--- config.mk ---
export PLATFORM = sky130hd
export DESIGN_NAME = detection_confirm_policy_unit
export DESIGN_NICKNAME = d
export VERILOG_FILES = /design/src/hw/rtl/dcp_pkg.sv /design/src/hw/rtl/dcp_hist.sv /design/src/hw/rtl/detection_confirm_policy_unit.sv
export VERILOG_INCLUDE_DIRS = /design/src /design/src/hw/rtl
export SDC_FILE = /design/constraint.sdc
export NUM_CORES = 1
export LEC_CHECK = 0
export BUFFER_PORTS_ARGS = -buffer_cell sky130_fd_sc_hd__buf_2
export CAP_MARGIN = 20
export CELL_PAD_IN_SITES_DETAIL_PLACEMENT = 1
export CELL_PAD_IN_SITES_GLOBAL_PLACEMENT = 2
export CORE_ASPECT_RATIO = 2
export CORE_UTILIZATION = 35
export CTS_CLUSTER_SIZE = 25
export DETAILED_ROUTE_END_ITERATION = 8
export PLACE_DENSITY_LB_ADDON = 0.12
export SYNTH_ARGS = -nofsm -noshare
export SYNTH_HDL_FRONTEND = slang
export SYNTH_SLANG_ARGS = --single-unit
export TNS_END_PERCENT = 100
--- constraint.sdc ---
create_clock -name aclk -period 6.8 [get_ports aclk]
set_clock_uncertainty 0.15 [all_clocks]
set_input_delay 0.34 -clock aclk [delete_from_list [all_inputs] [get_ports aclk]]
set_output_delay 0.34 -clock aclk [all_outputs]
set_load 0.005 [all_outputs]
--- src/hw/rtl/detection_confirm_policy_unit_assert.svh ---
// ----------------------------------------------------------------------------
// detection confirm policy assertion macros
// concurrent checks for simulation, empty bodies for synthesis
// ----------------------------------------------------------------------------
`ifndef DETECTION_CONFIRM_POLICY_UNIT_ASSERT_SVH
`define DETECTION_CONFIRM_POLICY_UNIT_ASSERT_SVH

`ifndef SYNTHESIS

// same-cycle implication
`define DCP_ASSERT_IMPL(label, clk, rstn, ante, cons) \
    label: assert property (@(posedge clk) disable iff (!rstn) (ante) |-> (cons)) \
        else $error("dcp assertion failed");

// next-cycle implication
`define DCP_ASSERT_NEXT(label, clk, rstn, ante, cons) \
    label: assert property (@(posedge clk) disable iff (!rstn) (ante) |=> (cons)) \
        else $error("dcp assertion failed");

`else

`define DCP_ASSERT_IMPL(label, clk, rstn, ante, cons)
`define DCP_ASSERT_NEXT(label, clk, rstn, ante, cons)

`endif

`endif

--- src/hw/rtl/dcp_pkg.sv ---
// ----------------------------------------------------------------------------
// dcp_pkg
// shared types and constants of the detection confirm policy unit
// ----------------------------------------------------------------------------
package dcp_pkg;

    // configuration register indexes
    localparam logic [2:0] REG_THRESHOLD    = 3'd0;
    localparam logic [2:0] REG_CONFIRM_MODE = 3'd1;
    localparam logic [2:0] REG_WINDOW_N     = 3'd2;
    localparam logic [2:0] REG_NEEDED_K     = 3'd3;
    localparam logic [2:0] REG_COOLDOWN_LEN = 3'd4;

    localparam int CFG_INDEX_W = 3;
    localparam int CFG_DATA_W  = 16;

    localparam int THRESHOLD_W = 16;
    localparam int WINDOW_W    = 7;
    localparam int COOLDOWN_W  = 16;
    localparam int CONF_W      = 16;
    localparam int INDEX_W     = 32;
    localparam int TOTAL_W     = 32;

    localparam int S_TDATA_W = 48;
    localparam int M_TDATA_W = 120;

    localparam logic [THRESHOLD_W-1:0] THRESHOLD_RST = 16'd39322;
    localparam logic [WINDOW_W-1:0]    WINDOW_N_RST  = 7'd5;
    localparam logic [WINDOW_W-1:0]    NEEDED_K_RST  = 7'd5;
    localparam logic [COOLDOWN_W-1:0]  COOLDOWN_RST  = 16'd5;

    localparam logic MODE_ANY_OF_N = 1'b0;
    localparam logic MODE_K_OF_N   = 1'b1;

    // status from the history walker to the sequencer
    typedef struct packed {
        logic busy;
        logic done;
    } hist_status_t;

endpackage

--- src/hw/rtl/dcp_hist.sv ---
// ----------------------------------------------------------------------------
// dcp_hist
// flag history memory with a serial walker that counts set flags
// ----------------------------------------------------------------------------
module dcp_hist #(
    parameter  int DEPTH = 64,
    localparam int AW    = (DEPTH > 1) ? $clog2(DEPTH) : 1,
    localparam int CW    = $clog2(DEPTH + 1)
) (
    input  logic                  aclk,
    input  logic                  aresetn,
    input  logic                  wr_en,
    input  logic [AW-1:0]         wr_addr,
    input  logic                  wr_flag,
    input  logic                  start,
    input  logic [CW-1:0]         scan_len,
    output dcp_pkg::hist_status_t status,
    output logic [CW-1:0]         flag_count
);

    logic             mem [DEPTH];
    logic [DEPTH-1:0] valid_reg;
    logic             rd_data_reg;
    logic             rd_vld_reg;

    logic             busy_reg;
    logic             pend_reg;
    logic [CW-1:0]    addr_reg;
    logic [CW-1:0]    len_reg;
    logic [CW-1:0]    cnt_reg;
    logic             rd_issue;
    logic             scan_done;
    logic [AW-1:0]    rd_addr;

    assign rd_addr   = addr_reg[AW-1:0];
    assign rd_issue  = busy_reg && (addr_reg < len_reg);
    assign scan_done = busy_reg && !rd_issue && !pend_reg;

    // entries never written read as zero through their valid bit
    always_ff @(posedge aclk) begin
        if (!aresetn) begin
            valid_reg <= '0;
        end else if (wr_en) begin
            valid_reg[wr_addr] <= 1'b1;
        end
    end

    always_ff @(posedge aclk) begin
        if (wr_en) begin
            mem[wr_addr] <= wr_flag;
        end
        if (rd_issue) begin
            rd_data_reg <= mem[rd_addr];
            rd_vld_reg  <= valid_reg[rd_addr];
        end
    end

    always_ff @(posedge aclk) begin
        if (!aresetn) begin
            busy_reg <= 1'b0;
            pend_reg <= 1'b0;
            addr_reg <= '0;
            len_reg  <= '0;
            cnt_reg  <= '0;
        end else if (start) begin
            busy_reg <= 1'b1;
            pend_reg <= 1'b0;
            addr_reg <= '0;
            len_reg  <= scan_len;
            cnt_reg  <= '0;
        end else begin
            pend_reg <= rd_issue;
            if (rd_issue) begin
                addr_reg <= addr_reg + CW'(1);
            end
            if (pend_reg) begin
                cnt_reg <= cnt_reg + CW'(rd_data_reg & rd_vld_reg);
            end
            if (scan_done) begin
                busy_reg <= 1'b0;
            end
        end
    end

    assign status.busy = busy_reg;
    assign status.done = scan_done;
    assign flag_count  = cnt_reg;

    `include "detection_confirm_policy_unit_assert.svh"

    `DCP_ASSERT_IMPL(a_cnt_within_len, aclk, aresetn, busy_reg, cnt_reg <= addr_reg)
    `DCP_ASSERT_IMPL(a_addr_within_len, aclk, aresetn, busy_reg, addr_reg <= len_reg)
    `DCP_ASSERT_NEXT(a_done_ends_walk, aclk, aresetn, scan_done && !start, !busy_reg)

endmodule

--- src/hw/rtl/detection_confirm_policy_unit.sv ---
// ----------------------------------------------------------------------------
// detection_confirm_policy_unit
// confirms classifier detections from a window of recent raw flags
// ----------------------------------------------------------------------------
//  channel   | dir | handshake          | content
//  s_        | in  | s_tvalid/s_tready  | confidence, sample index
//  m_        | out | m_tvalid/m_tready  | echoes, flags, running totals
//  cfg_      | in  | cfg_wr_en          | register index and write data
//
//  an item lasts as long as the serial walk over the filled part of the flag
//  history memory (64 entries by default), one entry per cycle
//  reset clears all history valid bits at once, no clearing pass
//  s_tready is high only while the sequencer idles
//  a result waiting on m_tready holds the sequencer before the next item
// ----------------------------------------------------------------------------
module detection_confirm_policy_unit #(
    parameter int HISTORY_DEPTH = 64
) (
    input  logic                              aclk,
    input  logic                              aresetn,
    // [15:0] confidence, [47:16] reading_index
    input  logic [dcp_pkg::S_TDATA_W-1:0]     s_tdata,
    input  logic                              s_tvalid,
    output logic                              s_tready,
    // [15:0] confidence_out, [16] raw_flag, [17] confirmed, [49:18] index_out,
    // [81:50] inference_total, [113:82] confirmed_total, [119:114] zero
    output logic [dcp_pkg::M_TDATA_W-1:0]     m_tdata,
    output logic                              m_tvalid,
    input  logic                              m_tready,
    input  logic                              cfg_wr_en,
    input  logic [dcp_pkg::CFG_INDEX_W-1:0]   cfg_index,
    input  logic [dcp_pkg::CFG_DATA_W-1:0]    cfg_wdata
);

    localparam int AW = (HISTORY_DEPTH > 1) ? $clog2(HISTORY_DEPTH) : 1;
    localparam int CW = $clog2(HISTORY_DEPTH + 1);
    localparam int WW = (CW > dcp_pkg::WINDOW_W) ? CW : dcp_pkg::WINDOW_W;

    typedef enum logic [2:0] {
        ST_IDLE = 3'b001,
        ST_SCAN = 3'b010,
        ST_EMIT = 3'b100
    } state_t;

    // configuration
    logic [dcp_pkg::THRESHOLD_W-1:0] threshold_reg;
    logic                            mode_reg;
    logic [dcp_pkg::WINDOW_W-1:0]    window_n_reg;
    logic [dcp_pkg::WINDOW_W-1:0]    needed_k_reg;
    logic [dcp_pkg::COOLDOWN_W-1:0]  cooldown_len_reg;

    // policy state
    state_t                          state_reg, state_next;
    logic [AW-1:0]                   pos_reg;
    logic [CW-1:0]                   fill_reg;
    logic [dcp_pkg::COOLDOWN_W-1:0]  cool_reg;
    logic [dcp_pkg::TOTAL_W-1:0]     inf_total_reg;
    logic [dcp_pkg::TOTAL_W-1:0]     conf_total_reg;

    // item in flight
    logic [dcp_pkg::CONF_W-1:0]      item_conf_reg;
    logic [dcp_pkg::INDEX_W-1:0]     item_idx_reg;
    logic                            item_raw_reg;
    logic [CW-1:0]                   item_k_reg;
    logic                            cand_reg;

    // output register
    logic                            m_valid_reg;
    logic [dcp_pkg::M_TDATA_W-1:0]   m_data_reg;

    logic                            accept;
    logic [dcp_pkg::CONF_W-1:0]      in_conf;
    logic [dcp_pkg::INDEX_W-1:0]     in_idx;
    logic                            in_raw;
    logic [CW-1:0]                   n_eff;
    logic [WW-1:0]                   k_floor;
    logic [CW-1:0]                   k_eff;
    logic [AW-1:0]                   pos_sel;
    logic [CW-1:0]                   pos_inc;
    logic [AW-1:0]                   pos_next;
    logic [CW-1:0]                   fill_next;
    logic                            candidate;
    logic                            out_free;
    logic                            emit;
    logic                            conf_now;

    dcp_pkg::hist_status_t           hist_status;
    logic [CW-1:0]                   flag_count;

    assign in_conf = s_tdata[15:0];
    assign in_idx  = s_tdata[47:16];
    assign in_raw  = in_conf > threshold_reg;
    assign s_tready = (state_reg == ST_IDLE);
    assign accept   = s_tvalid && s_tready;

    // window length and k clamped into range
    always_comb begin
        if (window_n_reg == '0) begin
            n_eff = CW'(1);
        end else if (WW'(window_n_reg) > WW'(HISTORY_DEPTH)) begin
            n_eff = CW'(HISTORY_DEPTH);
        end else begin
            n_eff = CW'(window_n_reg);
        end
        k_floor = (needed_k_reg == '0) ? WW'(1) : WW'(needed_k_reg);
        k_eff   = (k_floor > WW'(n_eff)) ? n_eff : CW'(k_floor);
    end

    // a write position outside a shrunk window restarts at zero
    always_comb begin
        pos_sel   = (CW'(pos_reg) >= n_eff) ? '0 : pos_reg;
        pos_inc   = CW'(pos_sel) + CW'(1);
        pos_next  = (pos_inc == n_eff) ? '0 : AW'(pos_inc);
        fill_next = (fill_reg >= n_eff) ? n_eff : fill_reg + CW'(1);
    end

    dcp_hist #(
        .DEPTH (HISTORY_DEPTH)
    ) u_hist (
        .aclk       (aclk),
        .aresetn    (aresetn),
        .wr_en      (accept),
        .wr_addr    (pos_sel),
        .wr_flag    (in_raw),
        .start      (accept),
        .scan_len   (fill_next),
        .status     (hist_status),
        .flag_count (flag_count)
    );

    assign candidate = (mode_reg == dcp_pkg::MODE_K_OF_N) ? (flag_count >= item_k_reg)
                                                          : (flag_count != '0);
    assign out_free  = !m_valid_reg || m_tready;
    assign emit      = (state_reg == ST_EMIT) && out_free;
    assign conf_now  = (cool_reg == '0) && cand_reg;

    always_comb begin
        state_next = state_reg;
        case (state_reg)
            ST_IDLE: begin
                if (accept) begin
                    state_next = ST_SCAN;
                end
            end
            ST_SCAN: begin
                if (hist_status.done) begin
                    state_next = ST_EMIT;
                end
            end
            ST_EMIT: begin
                if (out_free) begin
                    state_next = ST_IDLE;
                end
            end
            default: state_next = ST_IDLE;
        endcase
    end

    always_ff @(posedge aclk) begin
        if (!aresetn) begin
            threshold_reg    <= dcp_pkg::THRESHOLD_RST;
            mode_reg         <= dcp_pkg::MODE_ANY_OF_N;
            window_n_reg     <= dcp_pkg::WINDOW_N_RST;
            needed_k_reg     <= dcp_pkg::NEEDED_K_RST;
            cooldown_len_reg <= dcp_pkg::COOLDOWN_RST;
        end else if (cfg_wr_en) begin
            case (cfg_index)
                dcp_pkg::REG_THRESHOLD:    threshold_reg    <= cfg_wdata;
                dcp_pkg::REG_CONFIRM_MODE: mode_reg         <= cfg_wdata[0];
                dcp_pkg::REG_WINDOW_N:     window_n_reg     <= cfg_wdata[6:0];
                dcp_pkg::REG_NEEDED_K:     needed_k_reg     <= cfg_wdata[6:0];
                dcp_pkg::REG_COOLDOWN_LEN: cooldown_len_reg <= cfg_wdata;
                default: ;
            endcase
        end
    end

    always_ff @(posedge aclk) begin
        if (!aresetn) begin
            state_reg      <= ST_IDLE;
            pos_reg        <= '0;
            fill_reg       <= '0;
            cool_reg       <= '0;
            inf_total_reg  <= '0;
            conf_total_reg <= '0;
            m_valid_reg    <= 1'b0;
        end else begin
            state_reg <= state_next;
            if (accept) begin
                pos_reg  <= pos_next;
                fill_reg <= fill_next;
            end
            if (emit) begin
                inf_total_reg <= inf_total_reg + 32'd1;
                if (cool_reg != '0) begin
                    cool_reg <= cool_reg - 16'd1;
                end else if (cand_reg) begin
                    cool_reg       <= cooldown_len_reg;
                    conf_total_reg <= conf_total_reg + 32'd1;
                end
                m_valid_reg <= 1'b1;
            end else if (m_tready) begin
                m_valid_reg <= 1'b0;
            end
        end
    end

    // payload registers
    always_ff @(posedge aclk) begin
        if (accept) begin
            item_conf_reg <= in_conf;
            item_idx_reg  <= in_idx;
            item_raw_reg  <= in_raw;
            item_k_reg    <= k_eff;
        end
        if (hist_status.done) begin
            cand_reg <= candidate;
        end
        if (emit) begin
            m_data_reg <= {6'd0,
                           conf_total_reg + {31'd0, conf_now},
                           inf_total_reg + 32'd1,
                           item_idx_reg,
                           conf_now,
                           item_raw_reg,
                           item_conf_reg};
        end
    end

    assign m_tvalid = m_valid_reg;
    assign m_tdata  = m_data_reg;

    `include "detection_confirm_policy_unit_assert.svh"

    `DCP_ASSERT_IMPL(a_ready_walker_idle, aclk, aresetn, s_tready, !hist_status.busy)
    `DCP_ASSERT_NEXT(a_cooldown_reload, aclk, aresetn, emit && conf_now, cool_reg == $past(cooldown_len_reg))
    `DCP_ASSERT_NEXT(a_total_only_on_confirm, aclk, aresetn, emit && !conf_now, $stable(conf_total_reg))
    `DCP_ASSERT_NEXT(a_emit_fills_output, aclk, aresetn, emit, m_valid_reg && (state_reg == ST_IDLE))

endmodule

# Word level (Yosys, flattened, before mapping)
# Memories as Yosys holds them, arrays and structs flattened. A register that Yosys moved wholly into a read port is not among the register bits.
# Index checks and enable logic that the tools add are counted.
totals:
  ramBits: 64
  elab_cells: 111
  ff_bits: 396
  output_inout_bits: 122
  in_bits: 72
  n_memories: 1
op_classes:
  add_sub_neg: 8
  n_bitwise: 4
  order_cmp: 10
  eq_ne: 11
  n_mux: 24
  reduce_logical: 29
memory_table:
  columns: ["name", "words", "width", "read_ports", "rd_clocked_by_memory_dff", "wr", "line_no", "text"]
  rows:
  - ["u_hist.mem", 64, 1, 1, 1, 1, "dcp_hist.sv:21", "logic mem [DEPTH];"]
op_table:
  columns: ["operator", "n"]
  rows:
  - ["adder 32 x 1 -> 32 bit (second input constant)", 2]
  - ["OR 64 bit", 1]
  - ["two-way mux 7 bit", 5]
  - ["adder 32 x 1 -> 32 bit", 1]
  - ["two-way mux 16 bit", 2]
  - ["greater-than comparator 16 bit", 1]
  - ["zero test 16 bit", 1]
  - ["nonzero test 16 bit", 1]
  - ["subtractor 16 x 1 -> 16 bit (second input constant)", 1]
  - ["adder 7 x 1 -> 7 bit (second input constant)", 2]
  - ["greater-or-equal comparator 7 bit", 2]
  - ["zero test 7 bit", 2]
  - ["< comparator 6 x 7 -> 1 bit (second input constant)", 2]
  - ["two-way mux 6 bit", 2]
  - ["AND reduction 2 bit", 6]
  - ["equality test 3 x 2 -> 1 bit (second input constant)", 3]
  - ["two-way mux 1 bit", 9]
  - ["two-way mux 3 bit", 3]
  - ["case mux 3 bit (3 select lines)", 1]
  - ["adder 6 x 1 -> 7 bit (second input constant)", 1]
  - ["adder 7 bit", 1]
  - ["equality test 7 bit", 1]
  - ["greater-or-equal comparator 6 x 7 -> 1 bit", 1]
  - ["greater-than comparator 7 bit", 1]
  - ["19 further kinds", 34]

# Logic depth before layout (Yosys ltp)
depth:
  word_depth: 10
  mapped_depth: 19

# Hierarchy
# Synthesis repeated with hierarchy kept, for this count alone.
hier_totals:
  cells_unflattened: 1856
  area_unflattened_um2: 20564.7
modules_own_cells:
  columns: ["mod", "cells_each", "area_each_um2", "seq_area_each_um2", "n_inst"]
  rows:
  - ["detection_confirm_policy_unit", 1340, 14154.8, 8017.7, 1]
  - ["dcp_hist", 516, 6409.9, 3723.6, 1]

# Worst setup path after synthesis
# Ideal clock, no wire load.
synth_path:
  path_kind: "reg-to-reg"
  start: "reg state_reg[2]"
  end: "reg inf_total_reg[12] (netlist name)"
  required_ns: 6.535
  setup_time_ns: 0.115
  path_slack_ns: 1.418
  arrival_ns: 5.117
  synth_period_minus_slack_ns: 5.382
  stages_incl_launch_ff: 9
  cell_sequence: "dfxtp_1 > or3b_1 > nand2b_1 > clkbuf_1 > inv_2 > buf_1 > nand2_1 > xnor2_1 > and2_1"
synth_via:
  elab_chain_cells: 2
synth_rtl:
  columns: ["item", "line_no", "text"]
  rows:
  - ["start, declared", "detection_confirm_policy_unit.sv:53", "state_t state_reg, state_next;"]
  - ["start signal, assigned", "detection_confirm_policy_unit.sv:188", "state_reg <= state_next;"]
  - ["equality test 3 bit", "detection_confirm_policy_unit.sv:134", "assign emit = (state_reg == ST_EMIT) && out_free;"]
  - ["logical AND 1 bit", "detection_confirm_policy_unit.sv:134", null]
  - ["named net emit", "detection_confirm_policy_unit.sv:84", "logic emit;"]
  - ["end signal, assigned", "detection_confirm_policy_unit.sv:194", "inf_total_reg <= inf_total_reg + 32'd1;"]
  - ["end, declared", "detection_confirm_policy_unit.sv:57", "logic [dcp_pkg::TOTAL_W-1:0] inf_total_reg;"]
# The timed path passes the listed nets, and every way through them passes these cells.
# A chain may end at the register's enable or synchronous reset.

# Final worst setup path
layout_path:
  start: "reg window_n_reg[6] (netlist name)"
  end: "reg pos_reg[2]"
layout_via:
  elab_chain_cells: 8
layout_rtl:
  columns: ["item", "line_no", "text"]
  rows:
  - ["start, declared", "detection_confirm_policy_unit.sv:48", "logic [dcp_pkg::WINDOW_W-1:0] window_n_reg;"]
  - ["start signal, assigned", "detection_confirm_policy_unit.sv:163", "window_n_reg <= dcp_pkg::WINDOW_N_RST;"]
  - ["start signal, assigned", "detection_confirm_policy_unit.sv:170", "dcp_pkg::REG_WINDOW_N: window_n_reg <= cfg_wdata[6:0];"]
  - ["greater-than comparator 7 bit", "detection_confirm_policy_unit.sv:100", "end else if (WW'(window_n_reg) > WW'(HISTORY_DEPTH)) begin"]
  - ["two-way mux 7 bit", "detection_confirm_policy_unit.sv:100", null]
  - ["two-way mux 7 bit (*)", "detection_confirm_policy_unit.sv:98", "if (window_n_reg == '0) begin"]
  - ["greater-or-equal comparator 6 x 7 -> 1 bit", "detection_confirm_policy_unit.sv:111", "pos_sel = (CW'(pos_reg) >= n_eff) ? '0 : pos_reg;"]
  - ["two-way mux 6 bit", "detection_confirm_policy_unit.sv:111", null]
  - ["adder 6 x 1 -> 7 bit", "detection_confirm_policy_unit.sv:112", "pos_inc = CW'(pos_sel) + CW'(1);"]
  - ["equality test 7 bit", "detection_confirm_policy_unit.sv:113", "pos_next = (pos_inc == n_eff) ? '0 : AW'(pos_inc);"]
  - ["two-way mux 6 bit (*)", "detection_confirm_policy_unit.sv:113", null]
  - ["end signal, assigned", "detection_confirm_policy_unit.sv:190", "pos_reg <= pos_next;"]
  - ["end, declared", "detection_confirm_policy_unit.sv:54", "logic [AW-1:0] pos_reg;"]
# Every way passes the cells marked *; elsewhere a longest branch is shown, timed or not.

==> flow_summary.yaml <==
layout:
  final_nets: 2096
  finalInstanceArea_um2: 23900
  fill_cells: 6196
  largest_reg_flops: 114
  syn_to_final_growth_pct: 19.7
  drive_gt1_frac: 0.162
setup_path:
  critPathSlowestCell: "a221oi_1"
  crit_buf_inv: 3
  crit_arrival_ps: 5640
  crit_fanout: 11
  end_kind: "flip-flop"
  crit_type: "flip-flop to flip-flop"
  path_cells: "clkinv_1 -> a22oi_1 -> inv_1 -> ha_1 -> nor2b_1 -> o21ai_0 -> a221oi_1 -> nand2_1 -> inv_1 -> ha_1 -> nand3_1 -> mux2i_1 -> a21oi_1 -> o2111a_1 -> o31a_1 -> o211ai_1 -> nand2_1 -> o311ai_0"
  startpoint_type: "flip-flop"
  required_ps: 7110
  cp_top_family: "compound AO/OA/AOI/OAI gates"
  critPathMaxStageDelay_ps: 890
place:
  placed_cell_area_um2: 21600
  hpwl_mm: 38.8
  gp_congestion: 0.797
  io_buffers: 187
  dp_slack_ps: 1450
sta:
  relSlewSlack: 0.297
  final-hold-violation-count: 0
  setup_viol: 0
  drv_slew: 0
  fmax_mhz: 188
  rsz0062_at_grt: "no"
  finalCritPeriodShare: 0.783
  whs_ps: 76.9
  tightest_slew_ps: 1050
  setup_ws_ps: 1470
  setup_tns_ps: 0
  period_needed_ps: 5330
routing:
  num_vias: 13692
  drt_iter0_markers: 488
  ant_nets: 0
  routedWlPerCell_um: 19.5
  vias_per_cell: 4.98
  route.detailed.drc: 0
  wirelength_mm: 53.8
  firstDrtPassIters: 4
floorplanning:
  rows: 123
  pin_count: 194
  start_util: 0.354
  core_area_um2: 56300
  fp.dieH_um: 340
  die_area_um2: 58000
  die_x_um: 171
yosys:
  synth-edff-count: 237
  syn_area_um2: 19900
  synth-seq-cells: 461
  synth_cell_type_count: 66
  synth_ff_type: "edfxtp_1"
  synthArstFlopShare: 0
  postSynthCellCount: 1737
  synthesis.area_per_instance_um2: 11.5
  ys_seq_area_frac: 0.582
  yosys_warnings: 0
clock_network:
  tritoncts: "done"
  cts_resized: 0
  cts_inserted_buffers: 45
  htreeDepth: 2
  clk_latency_ps: 580
  clkSlewWorstSetupHoldPaths_ps: 70
  clk_path_buf_depth: 3
  cts.sinks: 461
  post_cts_buffers: 0
  cts_root_buf: "clkbuf_16"
grt:
  grt_pass1_wl_mm: 83.9
  antenna_found_initial: 1
  grt.total_usage: 0.190
  first_global_vias: 14892
  grt-ovfl-total: 0
  grt_max_degree: 126
pwr:
  ir_worst_vdd_mv: 0.189
  p_leak_nw: 8.99
  power.density_nw_per_um2: 253
run:
  drv_cap: 0
outcome:
  outcome: "finished clean"
hold_path:
  hold_class: "input pin to flip-flop"
tightest hold or removal path: stages:
cell and delay (ps):
buf_2 130, nand3b_1 100, mux2i_1 80, nor2b_1 100
path summary, 6_finish.rpt:
path                       to              from  depth (start not counted)  slack (ps)
setup / recovery   pos_reg[2]   window_n_reg[6]                         18        1470
hold / removal       mode_reg      cfg_index[0]                          4          80
setup reg to reg   pos_reg[2]   window_n_reg[6]                         18        1470
hold reg to reg   m_tdata[37]  item_idx_reg[19]                          0         260
per-layer routing:
metal / vias to the layer above / global-route usage / share of wire
met5: - / 0 / 0
met4: 0 / 0.0880 / 0.045
met3: 95 / 0.0197 / 0.024
met2: 206 / 0.394 / 0.59
met1: 6771 / 0.177 / 0.34
li1: 6620 / - / -
what timing repair did:
| action | in CTS | in global routing |
|---|---|---|
| endpoints found under the hold margin | 96 | 0 |
| hold buffers | 65 | 0 |
| setup endpoints to repair | 0 | 0 |
layout by cell type (no fill, tap or decap), types with 12 or more instances in the layout:
master,count
and3_1,17
nor2_1,141
and2_1,65
o21ai_0,50
or3_1,17
a21boi_0,48
xnor2_1,72
nand2_1,181
xor2_1,54
dfxtp_1,223
o21a_1,68
buf_4,12
nand3_1,53
nor3_1,31
nor2b_1,21
mux4_2,42
nand4_1,35
inv_1,58
edfxtp_1,237
a21oi_1,40
nor4_1,12
ha_1,59
clkbuf_16,47
buf_2,186
dlygate4sd3_1,65
where the power goes:
part           internal [mW]  switching, mW
clock                   1.66           1.10
sequential              2.97         0.0206
combinational          0.116          0.172
logic make-up after synthesis:
family	count (synthesis)	share of synthesized area
AO/OA/AOI/OAI	264	0.0892
XOR/XNOR	126	0.0553
adder cells (fa/ha/maj)	59	0.0370
buffers and inverters	150	0.0299
flip-flops	461	0.582
multiplexers	53	0.0529
other	1	0.000188
AND/OR/NAND/NOR	623	0.154
synthesized netlist by cell type, types with 17 or more instances:
library cell	n	share of area
a21oi_1	40	0.010
ha_1	59	0.037
inv_1	59	0.011
edfxtp_1	237	0.36
o21ai_0	50	0.013
nand2_1	181	0.034
or3_1	17	0.0053
xnor2_1	72	0.032
nor2_1	141	0.027
nand4_1	35	0.011
mux4_2	42	0.047
xor2_1	54	0.024
a21boi_0	48	0.018
o21a_1	68	0.026
nor3_1	31	0.0078
and2_1	65	0.020
and3_1	17	0.0053
nor2b_1	21	0.0066
clkbuf_1	74	0.014
dfxtp_1	224	0.22
nand3_1	53	0.013
per-stage QoR:
stage	utilization	power (mW)	instances
4_1_cts	0.424	6.16	2751
5_1_grt	0.424	6.26	2751
3_5_place_dp	0.383	3.32	2603
2_1_floorplan	-	3.21	1742
3_3_place_gp	0.383	3.31	2602
6_report	0.424	6.04	2752
cell type report:
cell class	count	area, µm²	share of cell area
Tap cell	750	938	0.0393
Sequential cell	461	11600	0.486
Timing Repair Buffer	265	1690	0.0710
Antenna cell	1	2.50	0.000105
Inverter	61	231	0.00970
Clock buffer	59	1230	0.0516
Clock inverter	24	388	0.0162
Multi-Input combinational cell	1131	7780	0.326
No activity file was read; power rests on OpenSTA's default activity.
